[config.mk]
export PLATFORM = sky130hd
export DESIGN_NAME = mci_front
export DESIGN_NICKNAME = d
export VERILOG_FILES = /design/src/rtl/mci_pkg.sv /design/src/rtl/mci_front.sv
export SDC_FILE = /design/constraint.sdc
export NUM_CORES = 1
export LEC_CHECK = 0
export BUFFER_PORTS_ARGS = -buffer_cell sky130_fd_sc_hd__buf_4
export CAP_MARGIN = 15
export CORE_ASPECT_RATIO = 0.9
export CORE_MARGIN = 10
export CORE_UTILIZATION = 29
export CTS_CLUSTER_SIZE = 20
export DETAILED_ROUTE_END_ITERATION = 12
export PLACE_DENSITY = 0.82
export REMOVE_ABC_BUFFERS = 1
export SETUP_SLACK_MARGIN = 0.4
export SYNTH_ARGS = -nofsm -noshare
export SYNTH_HDL_FRONTEND = slang
export SYNTH_SLANG_ARGS = --single-unit
[constraint.sdc]
create_clock -name clk -period 3 [get_ports clk]
set_input_delay 0.15 -clock clk [delete_from_list [all_inputs] [get_ports clk]]
set_output_delay 0.15 -clock clk [all_outputs]
set_load 0.01 [all_outputs]
[src/rtl/mci_pkg.sv]
`timescale 1ns / 1ps
// ----------------------------------------------------------------------------
// mci_pkg: shared types and constants of the 4x4 cofactor inverse
// Queue entry type, back-end state type, datapath widths and the helper
// functions that pick minor rows, minor columns and permutation terms.
// ----------------------------------------------------------------------------
package mci_pkg;

  localparam int ELEM_W              = 32;
  localparam int IDX_W               = 4;
  localparam int THR_W               = 31;
  localparam int THR_RESET           = 33;
  localparam int FRAC_DEFAULT        = 16;
  localparam int FRAC_MAX            = 24;
  localparam int QUEUE_DEPTH_DEFAULT = 4;
  localparam int COF_W               = 100;
  localparam int ACC_W               = 136;
  localparam int DEN_W               = 132;
  localparam int MUL_A_W             = 37;
  localparam int MUL_P_W             = MUL_A_W + ELEM_W;
  localparam int NUM_W               = COF_W + 2 * FRAC_MAX;
  localparam int CMP_W               = DEN_W + ELEM_W;

  localparam logic [2:0] TERM_LAST  = 3'd5;
  localparam logic [2:0] COF_MS_END = 3'd5;
  localparam logic [2:0] DET_MS_END = 3'd4;

  typedef struct packed {
    logic [ELEM_W-1:0] value;
    logic              last;
  } elem_item_t;

  typedef enum logic [3:0] {
    ST_COLLECT,
    ST_COF,
    ST_DET,
    ST_ABS,
    ST_TEST,
    ST_SING,
    ST_DIV_ADDR,
    ST_DIV_LOAD,
    ST_DIV_OVF,
    ST_DIV_RUN,
    ST_EMIT
  } state_t;

  // Position d (0..2) of a 3x3 minor mapped back to the 4x4 row or column.
  function automatic logic [1:0] minor_pos(input logic [1:0] skip, input logic [1:0] d);
    logic [1:0] pos;
    pos = (d >= skip) ? d + 2'd1 : d;
    return pos;
  endfunction

  // Column chosen by row d in permutation term t of a 3x3 determinant.
  function automatic logic [1:0] perm_col(input logic [2:0] t, input logic [1:0] d);
    logic [5:0] p;
    unique case (t)
      3'd0:    p = {2'd2, 2'd1, 2'd0};
      3'd1:    p = {2'd1, 2'd2, 2'd0};
      3'd2:    p = {2'd2, 2'd0, 2'd1};
      3'd3:    p = {2'd0, 2'd2, 2'd1};
      3'd4:    p = {2'd1, 2'd0, 2'd2};
      3'd5:    p = {2'd0, 2'd1, 2'd2};
      default: p = {2'd2, 2'd1, 2'd0};
    endcase
    return p[{d, 1'b0} +: 2];
  endfunction

  function automatic logic perm_odd(input logic [2:0] t);
    return (t == 3'd1) || (t == 3'd2) || (t == 3'd5);
  endfunction

endpackage

[src/rtl/mci_front.sv]
`timescale 1ns / 1ps
// ----------------------------------------------------------------------------
// mci_front: input acceptance
// Accepts matrix elements, counts their position and marks the last
// element of each matrix before handing it to the queue.
// ----------------------------------------------------------------------------
module mci_front
  import mci_pkg::*;
(
  input  logic              clk,
  input  logic              rst_n,
  input  logic              in_valid,
  output logic              in_stall,
  input  logic [ELEM_W-1:0] in_element_value,
  input  logic              q_full,
  output logic              q_push,
  output elem_item_t        q_push_data
);

  logic [IDX_W-1:0] count_r;

  assign in_stall          = q_full;
  assign q_push            = in_valid && !q_full;
  assign q_push_data.value = in_element_value;
  assign q_push_data.last  = (count_r == {IDX_W{1'b1}});

  always_ff @(posedge clk) begin
    if (!rst_n) begin
      count_r <= '0;
    end else if (q_push) begin
      count_r <= count_r + 1'b1;
    end
  end

endmodule

==> impl_metrics.ini <==
[setup_path]
path_max_fanout = 3
crit_path_start_kind = flip-flop
cp.arrival_ns = 1.08
crit_required_ns = 2.85
cp-end-kind = output pin
crit_type = reg -> out

[floorplanning]
start_util = 0.305
top_level_ports = 71
die_h_um = 57.0
die_w_um = 61.1
die_area_mm2 = 0.00349
fp-row-count = 13
core_region_area_mm2 = 0.00145

[synthesis]
netlist_area_um2 = 442
yosysUniqueCellTypes = 14
synth_top_area_cell = buf_4
ys_seq_area_frac = 0.181
ys_warn_count = 0
yosys.area_share.simple = 0.144
synth_top_family_by_area = buffers and inverters
yosysMostFrequentCell = buf_4
syn_inst = 51
yosys-top-cells-area = buf_4 56%, dfxtp_1 18%, mux2i_1 4.5%
synth_edf_count = 0
netlist.area_leader.share = 0.561
synth_xor_area_frac = 0.0397
ys_seq_elements = 4
synth_common_cells = 33 x buf_4, 4 x dfxtp_1, 2 x and2_1, 2 x mux2i_1
ys.flop_type = dfxtp_1
ys_async_sr_fraction = 0
synth_mux_area_frac = 0.0453
synth_compound_area_frac = 0
synth-adder-area-share = 0.0283
syn_avg_cell_area_um2 = 8.66

[cts]
cts_tree = yes
clkTransAtPathRegs_ns = 0.04
ctsResizeCount = 0
clockBufferDepth = 2
cts_setup_buffers = 0
cts-hold-fix-buffers = 0
clock_tree.root_cell = clkbuf_4
cts_max_level = 1
cts.sink_count = 4
cts-buffers-inserted = 3
clk_latency_ns = 0.24

[final_layout]
reg.largest.list = count_r: 4 flops
n_antenna_cell = 0
top_register = count_r
nets = 66
largest_register_ffs = 4
fin_area_um2 = 280
fillers = 165
area_growth_pct = -36.5
layout-drive-gt1-share = 0.370

[routing]
wl_per_cell_um = 36.9
viasPerCell = 5.36
via_count = 225
remaining_drc_errors = 0
first_pass_iters = 2
wl_um = 1550
drtIter0Drc = 11
final_antenna_net_count = 0

[sta]
grt_setup_unrepaired = false
fmax_ghz = 0.813
fin_tns_setup_ns = 0
tightest_slew_ns = 0.123
finalSetupViolations = 0
slew_violations = 0
finalHoldViolCount = 0
maxSlewHeadroom = 0.916
period_minus_slack_ns = 1.23
fin_worst_skew_ns = 0.00387
timing.final.crit_share = 0.410

[pwr]
leakagePower_uw = 0.000137
powerDensity_mw_per_mm2 = 491
total_power_uw = 138
max-vdd-ir-drop_uv = 110

[min_path]
hold_class = in -> reg

[global_routing]
grt_use_met3 = 0.164
grt_pass1_wl_um = 1890
grt_overflow = 0
grt_use_met2 = 0.0399
gr-usage-all-layers = 0.0894
grt_pass1_vias = 254
grtUsageMet1 = 0.103
grt_max_degree = 6
busiest_layer = met3
antenna_found_initial = 0

[run]
maxCapViolations = 0

[status]
outcome = finished, final reports clean

[placement]
dpl_cell_area_um2 = 258
globalplace.congestion = 0.677
dpl.hpwl_um = 1260
portBuffers = 6
## report_power, final
group	total, uW	internal, uW	switching, uW
Sequential	56.8	55.3	1.48
Clock	66.6	44.7	21.9
Combinational	14.3	8.60	5.66
## per-stage QoR
stage | hold WS [ns] | worst slack [ns] | util | std cells
floorplan | 0.272 | 2.04 | - | 18
global placement | 0.300 | 2.03 | 0.178 | 39
detailed placement | 0.300 | 1.99 | 0.178 | 39
CTS | 0.142 | 1.75 | 0.194 | 42
global route | 0.146 | 1.71 | 0.194 | 42
finish | 0.149 | 1.77 | 0.194 | 42
## worst max-delay path, cell delays in order, from the launching register on
cell	delay [ns]
dfxtp_1	0.32
ha_1	0.21
and3_1	0.18
buf_4	0.14
## path summary, 6_finish.rpt
path                                 start              to  slack (ns)  cells after the start
worst min register to register  count_r[3]      count_r[3]        0.47                      2
worst min-delay path                 rst_n      count_r[2]        0.15                      2
worst max-delay path            count_r[0]  q_push_data[0]        1.77                      3
worst max register to register  count_r[0]      count_r[2]        1.98                      4
## logic make-up (layout without fill, tap and decap cells)
kind of cell | count (synthesis) | in the layout
adder cells (fa/ha/maj) | 1 | 1
flip-flops | 4 | 4
XOR/XNOR | 2 | 2
multiplexers | 2 | 2
AND/OR/NAND/NOR | 9 | 9
buffers and inverters | 33 | 9
## cell usage in the layout, fill, tap and decap left out, types with 2 or more instances in the layout
cell type and n:
and2_1 2, buf_4 6, clkbuf_4 3, dfxtp_1 4, mux2i_1 2
## per-layer routing
layer  part of all wire  wire length, um
met3               0.35              541
met4              0.028               43
met5                  0                0
met1               0.41              630
met2               0.22              336
## final cells by class
| type | instances | area, um2 | share of cell area |
|---|---|---|---|
| multi-input cells | 14 | 114 | 0.406 |
| flip-flops and latches | 4 | 80.1 | 0.286 |
| repair buffers | 6 | 45.0 | 0.161 |
| clock buffers | 3 | 22.5 | 0.0804 |
| well taps | 15 | 18.8 | 0.0670 |
Note: power is estimated with default switching activity, not from simulation.
