File: src/rtl/mci_pkg.sv
`timescale 1ns / 1ps
// ----------------------------------------------------------------------------
// mci_pkg: shared types and constants of the 4x4 cofactor inverse
// Queue entry type, back-end state type, datapath widths and the helper
// functions that pick minor rows, minor columns and permutation terms.
// ----------------------------------------------------------------------------
package mci_pkg;

  localparam int ELEM_W              = 32;
  localparam int IDX_W               = 4;
  localparam int THR_W               = 31;
  localparam int THR_RESET           = 33;
  localparam int FRAC_DEFAULT        = 16;
  localparam int FRAC_MAX            = 24;
  localparam int QUEUE_DEPTH_DEFAULT = 4;
  localparam int COF_W               = 100;
  localparam int ACC_W               = 136;
  localparam int DEN_W               = 132;
  localparam int MUL_A_W             = 37;
  localparam int MUL_P_W             = MUL_A_W + ELEM_W;
  localparam int NUM_W               = COF_W + 2 * FRAC_MAX;
  localparam int CMP_W               = DEN_W + ELEM_W;

  localparam logic [2:0] TERM_LAST  = 3'd5;
  localparam logic [2:0] COF_MS_END = 3'd5;
  localparam logic [2:0] DET_MS_END = 3'd4;

  typedef struct packed {
    logic [ELEM_W-1:0] value;
    logic              last;
  } elem_item_t;

  typedef enum logic [3:0] {
    ST_COLLECT,
    ST_COF,
    ST_DET,
    ST_ABS,
    ST_TEST,
    ST_SING,
    ST_DIV_ADDR,
    ST_DIV_LOAD,
    ST_DIV_OVF,
    ST_DIV_RUN,
    ST_EMIT
  } state_t;

  // Position d (0..2) of a 3x3 minor mapped back to the 4x4 row or column.
  function automatic logic [1:0] minor_pos(input logic [1:0] skip, input logic [1:0] d);
    logic [1:0] pos;
    pos = (d >= skip) ? d + 2'd1 : d;
    return pos;
  endfunction

  // Column chosen by row d in permutation term t of a 3x3 determinant.
  function automatic logic [1:0] perm_col(input logic [2:0] t, input logic [1:0] d);
    logic [5:0] p;
    unique case (t)
      3'd0:    p = {2'd2, 2'd1, 2'd0};
      3'd1:    p = {2'd1, 2'd2, 2'd0};
      3'd2:    p = {2'd2, 2'd0, 2'd1};
      3'd3:    p = {2'd0, 2'd2, 2'd1};
      3'd4:    p = {2'd1, 2'd0, 2'd2};
      3'd5:    p = {2'd0, 2'd1, 2'd2};
      default: p = {2'd2, 2'd1, 2'd0};
    endcase
    return p[{d, 1'b0} +: 2];
  endfunction

  function automatic logic perm_odd(input logic [2:0] t);
    return (t == 3'd1) || (t == 3'd2) || (t == 3'd5);
  endfunction

endpackage

File: src/rtl/mci_queue.sv
`timescale 1ns / 1ps
// ----------------------------------------------------------------------------
// mci_queue: element queue
// Short first-in first-out buffer between the input side and the
// arithmetic side.
// ----------------------------------------------------------------------------
module mci_queue
  import mci_pkg::*;
#(
  parameter int DEPTH = QUEUE_DEPTH_DEFAULT
) (
  input  logic       clk,
  input  logic       rst_n,
  input  logic       push,
  input  elem_item_t push_data,
  output logic       full,
  input  logic       pop,
  output elem_item_t pop_data,
  output logic       empty
);

  localparam int PTR_W = $clog2(DEPTH);
  localparam int CNT_W = $clog2(DEPTH + 1);

  elem_item_t       entry_r [DEPTH];
  logic [PTR_W-1:0] wr_ptr_r;
  logic [PTR_W-1:0] rd_ptr_r;
  logic [CNT_W-1:0] count_r;
  logic             do_push;
  logic             do_pop;

  assign full     = (count_r == CNT_W'(DEPTH));
  assign empty    = (count_r == '0);
  assign do_push  = push && !full;
  assign do_pop   = pop && !empty;
  assign pop_data = entry_r[rd_ptr_r];

  always_ff @(posedge clk) begin
    if (do_push) begin
      entry_r[wr_ptr_r] <= push_data;
    end
  end

  always_ff @(posedge clk) begin
    if (!rst_n) begin
      wr_ptr_r <= '0;
      rd_ptr_r <= '0;
      count_r  <= '0;
    end else begin
      if (do_push) begin
        wr_ptr_r <= wr_ptr_r + 1'b1;
      end
      if (do_pop) begin
        rd_ptr_r <= rd_ptr_r + 1'b1;
      end
      if (do_push && !do_pop) begin
        count_r <= count_r + 1'b1;
      end else if (do_pop && !do_push) begin
        count_r <= count_r - 1'b1;
      end
    end
  end

endmodule

File: config.mk
export PLATFORM = sky130hd
export DESIGN_NAME = mci_queue
export DESIGN_NICKNAME = d
export VERILOG_FILES = /design/src/rtl/mci_pkg.sv /design/src/rtl/mci_queue.sv
export SDC_FILE = /design/constraint.sdc
export NUM_CORES = 1
export LEC_CHECK = 0
export BUFFER_PORTS_ARGS = -buffer_cell sky130_fd_sc_hd__buf_2
export CAP_MARGIN = 10
export CORE_UTILIZATION = 30
export DETAILED_ROUTE_END_ITERATION = 16
export GPL_ROUTABILITY_DRIVEN = 0
export HOLD_SLACK_MARGIN = 0.08
export PLACE_DENSITY = 0.49
export SKIP_CTS_REPAIR_TIMING = 1
export SYNTH_ARGS = -nofsm -noshare
export SYNTH_HDL_FRONTEND = slang
export SYNTH_SLANG_ARGS = --single-unit
File: constraint.sdc
create_clock -name clk -period 2.25 [get_ports clk]
set_clock_uncertainty 0.1 [all_clocks]
set_input_delay 0.1125 -clock clk [delete_from_list [all_inputs] [get_ports clk]]
set_output_delay 0.1125 -clock clk [all_outputs]
set_load 0.005 [all_outputs]
==> flow_summary.ini, run 1 <==
[clock_network]
clock_path_buffers = 2
worstSkewPairLatency_ns = 0.41
cts.sinks = 141
cts_root_buf = clkbuf_16
cts_buffers = 17
cts_max_level = 4
tritoncts = done
path_clk_slew_ns = 0.06

[sta]
period_share_pct = 93.8
rsz0062_at_grt = no
setup_viol_count_final = 0
fin_ws_ns = 0.139
worstMarginPinSlew_ns = 0.472
hold_slack_ns = 0.132
hold_viol = 0
max_freq_mhz = 474
min_period_ns = 2.11
slew_viol_final = 0
maxSlewHeadroom_pct = 68.6

[hold_path]
min_from = push
hold_path.class = primary input to register
hold_depth = 4
hold_end = wr_ptr_r[1]

[placed_design]
io_buffers = 71
placed_cell_area_um2 = 6020
pre_cts_ws_ns = 0.0468
hpwl_mm = 6.00
dp_cells = 520

[layout]
fill_cells = 1621
insertedDiodeCount = 0
nets = 392
fin_area_um2 = 7010
final_cells = 587
areaGrowthSynthToFinish_pct = 32.4
drive_gt1_share_pct = 43.6

[detailed_routing]
drt_first_pass_iters = 4
avgViaCountPerCell = 4.33
routed_wl_mm = 9.90
ant_nets = 0
wl_per_cell_um = 16.9
drt_iter0_drc = 120
num_vias = 2539
drc = 0

[global_routing]
grtUsageTotal_pct = 11.6
antenna_found_initial = 0
grt_max_degree = 25
grt-ovfl-total = 0
grt_pass1_wl_mm = 14.9
grt_pass1_vias = 2643

[die]
start_util_pct = 30.6
die-area_um2 = 18200
die_h_um = 135
coreArea_um2 = 17300
die_w_um = 135
io_pins = 72
rows = 48

[power]
power.total_uw = 7900
leakage_uw = 0.00242
p_per_area_nw_per_um2 = 1130
peakVddDrop_mv = 0.479

[worst_setup_path]
r2r_cells = 7
path_buf_inv = 1
ff2ff_setup_slack_ns = 0.14
slowest_stage = fa_1
crit_fanout = 6
crit_chain = o31ai_4 > ha_2 > inv_1 > fa_1 > xor2_1 > or3_1 > a21boi_0
cp_top_family = adder cells
endpoint_kind = register
crit_cells = 7
critPathRequiredTime_ns = 2.48
r2r_end = count_r[2]
slowest_delay_ns = 0.38
cp.arrival_ns = 2.34
rr_startpoint = count_r[1]
start_kind = register
crit_type = register to register

[yosys]
syn_inst = 221
synth_seq_cells = 141
ys.flop_type = edfxtp_1
synth_area_per_cell_um2 = 24.0
synth_area_um2 = 5300
yosysWarnings = 0
synth_fp_nets = 264
synth-async-reset-ratio_pct = 0
synth_edf_count = 132
seq_area_frac_synth_pct = 78.2
synthDistinctLibCells = 24

[outcome]
status = completed

[job]
drv_cap = 0
-- cells in the final DEF (no fill, tap or decap), drive strengths merged --
cell / netlist / layout
or3: 1 / 1
bufinv: 0 / 4
nand2: 4 / 4
buf: 8 / 84
dlygate4sd3: 0 / 35
dfxtp: 9 / 9
o31ai: 1 / 1
mux2i: 3 / 3
nor3b: 1 / 1
inv: 3 / 4
edfxtp: 132 / 132
nor2b: 2 / 2
and2: 8 / 8
o311ai: 1 / 1
clkinvlp: 0 / 3
xor2: 1 / 1
clkinv: 0 / 7
nor3: 1 / 1
mux4: 33 / 33
fa: 1 / 1
clkbuf: 2 / 17
ha: 5 / 5
xnor2: 3 / 3
o21ai: 1 / 1
a21boi: 1 / 1
-- through the flow --
stage                     setup TNS, ns  utilization, %
after floorplan                       0               -
after global placement                0            34.8
after global routing                  0            40.5
after CTS                       -0.0125            38.4
after detailed placement              0            34.8
final                                 0            40.5
-- synthesized netlist by cell type (3+ instances only) --
cell | count | area, um2
edfxtp_1 | 132 | 3960
mux4_2 | 30 | 676
dfxtp_1 | 9 | 180
and2_1 | 8 | 50.1
ha_1 | 5 | 62.6
nand2_1 | 4 | 15.0
buf_12 | 3 | 60.1
buf_2 | 3 | 15.0
inv_1 | 3 | 11.3
mux2i_1 | 3 | 30.0
mux4_1 | 3 | 78.8
xnor2_1 | 3 | 26.3
-- flip-flops by register name, summed over array words and instances (netlist names), named ones only --
| name | count |
|---|---|
| wr_ptr_r | 2 |
| rd_ptr_r | 2 |
| count_r | 3 |
| entry_r | 132 |
-- power by group --
part / leakage (uW) / internal, uW / switching (uW)
logic: 0.000837 / 937 / 715
registers: 0.00129 / 3200 / 158
clock network: 0.000297 / 1850 / 1050
-- worst min-delay path, cell delays in order --
cell     delay (ns)
buf_2          0.08
nor2b_2        0.16
buf_4          0.16
mux2i_1        0.07
-- how the worst max path moves through the flow --
stage / startpoint / slack (ns) / endpoint
6_report: count_r[1] / 0.14 / count_r[2]
5_1_grt: count_r[1] / 0.02 / count_r[2]
4_1_cts: count_r[0] / -0.01 / count_r[2]
3_5_place_dp: count_r[0] / 0.05 / count_r[2]
3_3_place_gp: count_r[1] / 0.15 / count_r[2]
2_1_floorplan: count_r[0] / 0.12 / count_r[2]
-- cell type report --
class / instances / area [um2] / area share [%]
clock buffer: 17 / 425 / 6.07
clock inverter: 15 / 196 / 2.80
inverter: 3 / 11.3 / 0.161
multi-input combinational: 67 / 1060 / 15.1
sequential: 141 / 4150 / 59.2
tap: 225 / 282 / 4.01
timing repair buffer: 119 / 891 / 12.7
-- cells by family after synthesis --
group,share of synthesized area [%]
AO/OA/AOI/OAI,0.638
XOR/XNOR,0.661
adder cells (fa/ha/maj),1.56
buffers and inverters,2.20
flip-flops,78.2
multiplexers,14.8
AND/OR/NAND/NOR,1.91
-- metal layers --
layer | up-vias | global-route usage [%] | wire, um
met4 | 0 | 4.49 | 94
li1 | 1179 | - | -
met1 | 1292 | 14.5 | 4520
met3 | 9 | 4.73 | 506
met2 | 59 | 17.9 | 4780
met5 | - | 0 | 0
Power figures use the tool's default switching activity.
==> run 2, diff against run 1 <==
--- a/config.mk
+++ b/config.mk
@@ -7,11 +7,13 @@
 export LEC_CHECK = 0
 export BUFFER_PORTS_ARGS = -buffer_cell sky130_fd_sc_hd__buf_2
 export CAP_MARGIN = 10
+export CORE_MARGIN = 2
 export CORE_UTILIZATION = 30
 export DETAILED_ROUTE_END_ITERATION = 16
 export GPL_ROUTABILITY_DRIVEN = 0
 export HOLD_SLACK_MARGIN = 0.08
 export PLACE_DENSITY = 0.49
+export SETUP_SLACK_MARGIN = 0.3
 export SKIP_CTS_REPAIR_TIMING = 1
 export SYNTH_ARGS = -nofsm -noshare
 export SYNTH_HDL_FRONTEND = slang
==> constraint.sdc (replaced) <==
create_clock -name clk -period 2.25 [get_ports clk]
set_clock_uncertainty 0.1 [all_clocks]
set_input_delay 0.1125 -clock clk [delete_from_list [all_inputs] [get_ports clk]]
set_output_delay 0.1125 -clock clk [all_outputs]
set_load 0.02 [all_outputs]
==> run 2 against run 1 <==
Fmax grew 5.8%. Combinational power increased by 47%. Clock power shrank 2%. Hold slack worse by 0.019 ns. Largest cell class unchanged.
==> flow_summary.ini, run 2 (synthesis results as in run 1) <==
[outcome]
status = completed

[worst_setup_path]
crit_type = register to output pin
slowest_delay_ns = 0.48
critPathRequiredTime_ns = 2.04
slowest_stage = mux4_2
cp.arrival_ns = 1.78
crit_chain = buf_12 > buf_4 > mux4_2 > buf_2
start_kind = register
crit_fanout = 6
crit_cells = 4
endpoint_kind = output pin
r2r_cells = 8
path_buf_inv = 3
cp_top_family = multiplexers

[layout]
areaGrowthSynthToFinish_pct = 36.0
final_cell_mix = edfxtp_1, buf_2, dlygate4sd3_1, mux4_2, buf_4
insertedDiodeCount = 0
top_register = entry_r
drive_gt1_share_pct = 45.7
nets = 412
finish.utilization_pct = 41.7
final_common_cell = edfxtp_1
largest_reg_flops = 132
largestRegisters = entry_r x132, count_r x3

[global_routing]
grt-ovfl-total = 0
grt_pass1_wl_mm = 14.8
antenna_found_initial = 0
grt_max_degree = 21
grt_pass1_vias = 2671
grtUsageTotal_pct = 11.2

[clock_network]
cts.sinks = 141
path_clk_slew_ns = 0.06
worstSkewPairLatency_ns = 0.41
cts_buffers = 17
cts_root_buf = clkbuf_16
tritoncts = done
cts_max_level = 4
clock_path_buffers = 2

[die]
start_util_pct = 30.6
die_h_um = 137
io_pins = 72
rows = 48
coreArea_um2 = 17300
die_w_um = 137
die-area_um2 = 18700

[power]
peakVddDrop_mv = 0.548
leakage_uw = 0.00252
p_per_area_nw_per_um2 = 1190

[sta]
fin_ws_ns = 0.255
maxSlewHeadroom_pct = 76.5
max_freq_mhz = 501
setup_tns_ns = 0
hold_viol = 0
period_share_pct = 88.7
worstMarginPinSlew_ns = 0.347
min_period_ns = 2.00
setup_viol_count_final = 0
slew_viol_final = 0
rsz0062_at_grt = yes

[job]
drv_cap = 0

[detailed_routing]
drt_first_pass_iters = 3
ant_nets = 0
wl_per_cell_um = 17.0
drt_iter0_drc = 119
drc = 0
num_vias = 2644
routed_wl_mm = 10.3
avgViaCountPerCell = 4.36

[placed_design]
pre_cts_ws_ns = 0.0928
io_buffers = 71
hpwl_mm = 5.90

[hold_path]
hold_depth = 4
hold_path.class = primary input to register
[run 2: changes by cell type in the layout (fill, tap and decap cells not counted), sizes merged]
cell	delta
clkinvlp	-1
dlygate4sd3	+5
clkbuf	+2
buf	+13
[run 2: path summary, 6_finish.rpt]
| check | startpoint | to | slack, ns |
|---|---|---|---|
| max | register | pop_data[11] | 0.25 |
| min | pop | register | 0.11 |
| max reg2reg | count_r[2] | count_r[2] | 0.27 |
| min reg2reg | count_r[2] | count_r[2] | 0.44 |
[run 2: cell type report]
cell class | instances | area (um2)
flip-flops and latches | 141 | 4160
repair buffers | 139 | 1100
well taps | 225 | 282
clock buffers | 17 | 425
clock inverters | 14 | 175
inverters | 3 | 11.3
multi-input cells | 67 | 1050
fillers | 1569 | 10100
[run 2: worst register-to-register path: stages (launching register included)]
cell,delay (ns)
dfxtp_4,0.36
nor3b_4,0.16
nor2b_2,0.13
ha_2,0.19
inv_1,0.05
fa_2,0.33
xor2_1,0.15
or3_1,0.31
a21boi_1,0.12
[run 2: power breakdown]
group	switching, uW	internal, uW	total [uW]
Sequential	139	3210	3350
Combinational	1170	1250	2420
Clock	1010	1830	2840
Total	2320	6280	8600
[run 2: per-layer routing]
metal,up-vias,global-route usage [%],part of all wire (%)
met5,-,0,0
met4,0,5.15,1.7
met3,11,3.89,4.2
met2,57,17.9,50
met1,1364,13.5,44
li1,1212,-,-
[run 2: stage by stage]
stage / instances / total power (uW) / hold slack (ns) / area (um2)
finish: 606 / 8600 / 0.113 / 7210
global route: 606 / 9000 / 0.143 / 7210
CTS: 551 / 8230 / -0.213 / 6560
detailed placement: 520 / 5360 / 0.231 / 5960
global placement: 520 / 5330 / 0.225 / 5960
floorplan: 221 / 4790 / 0.111 / 5320
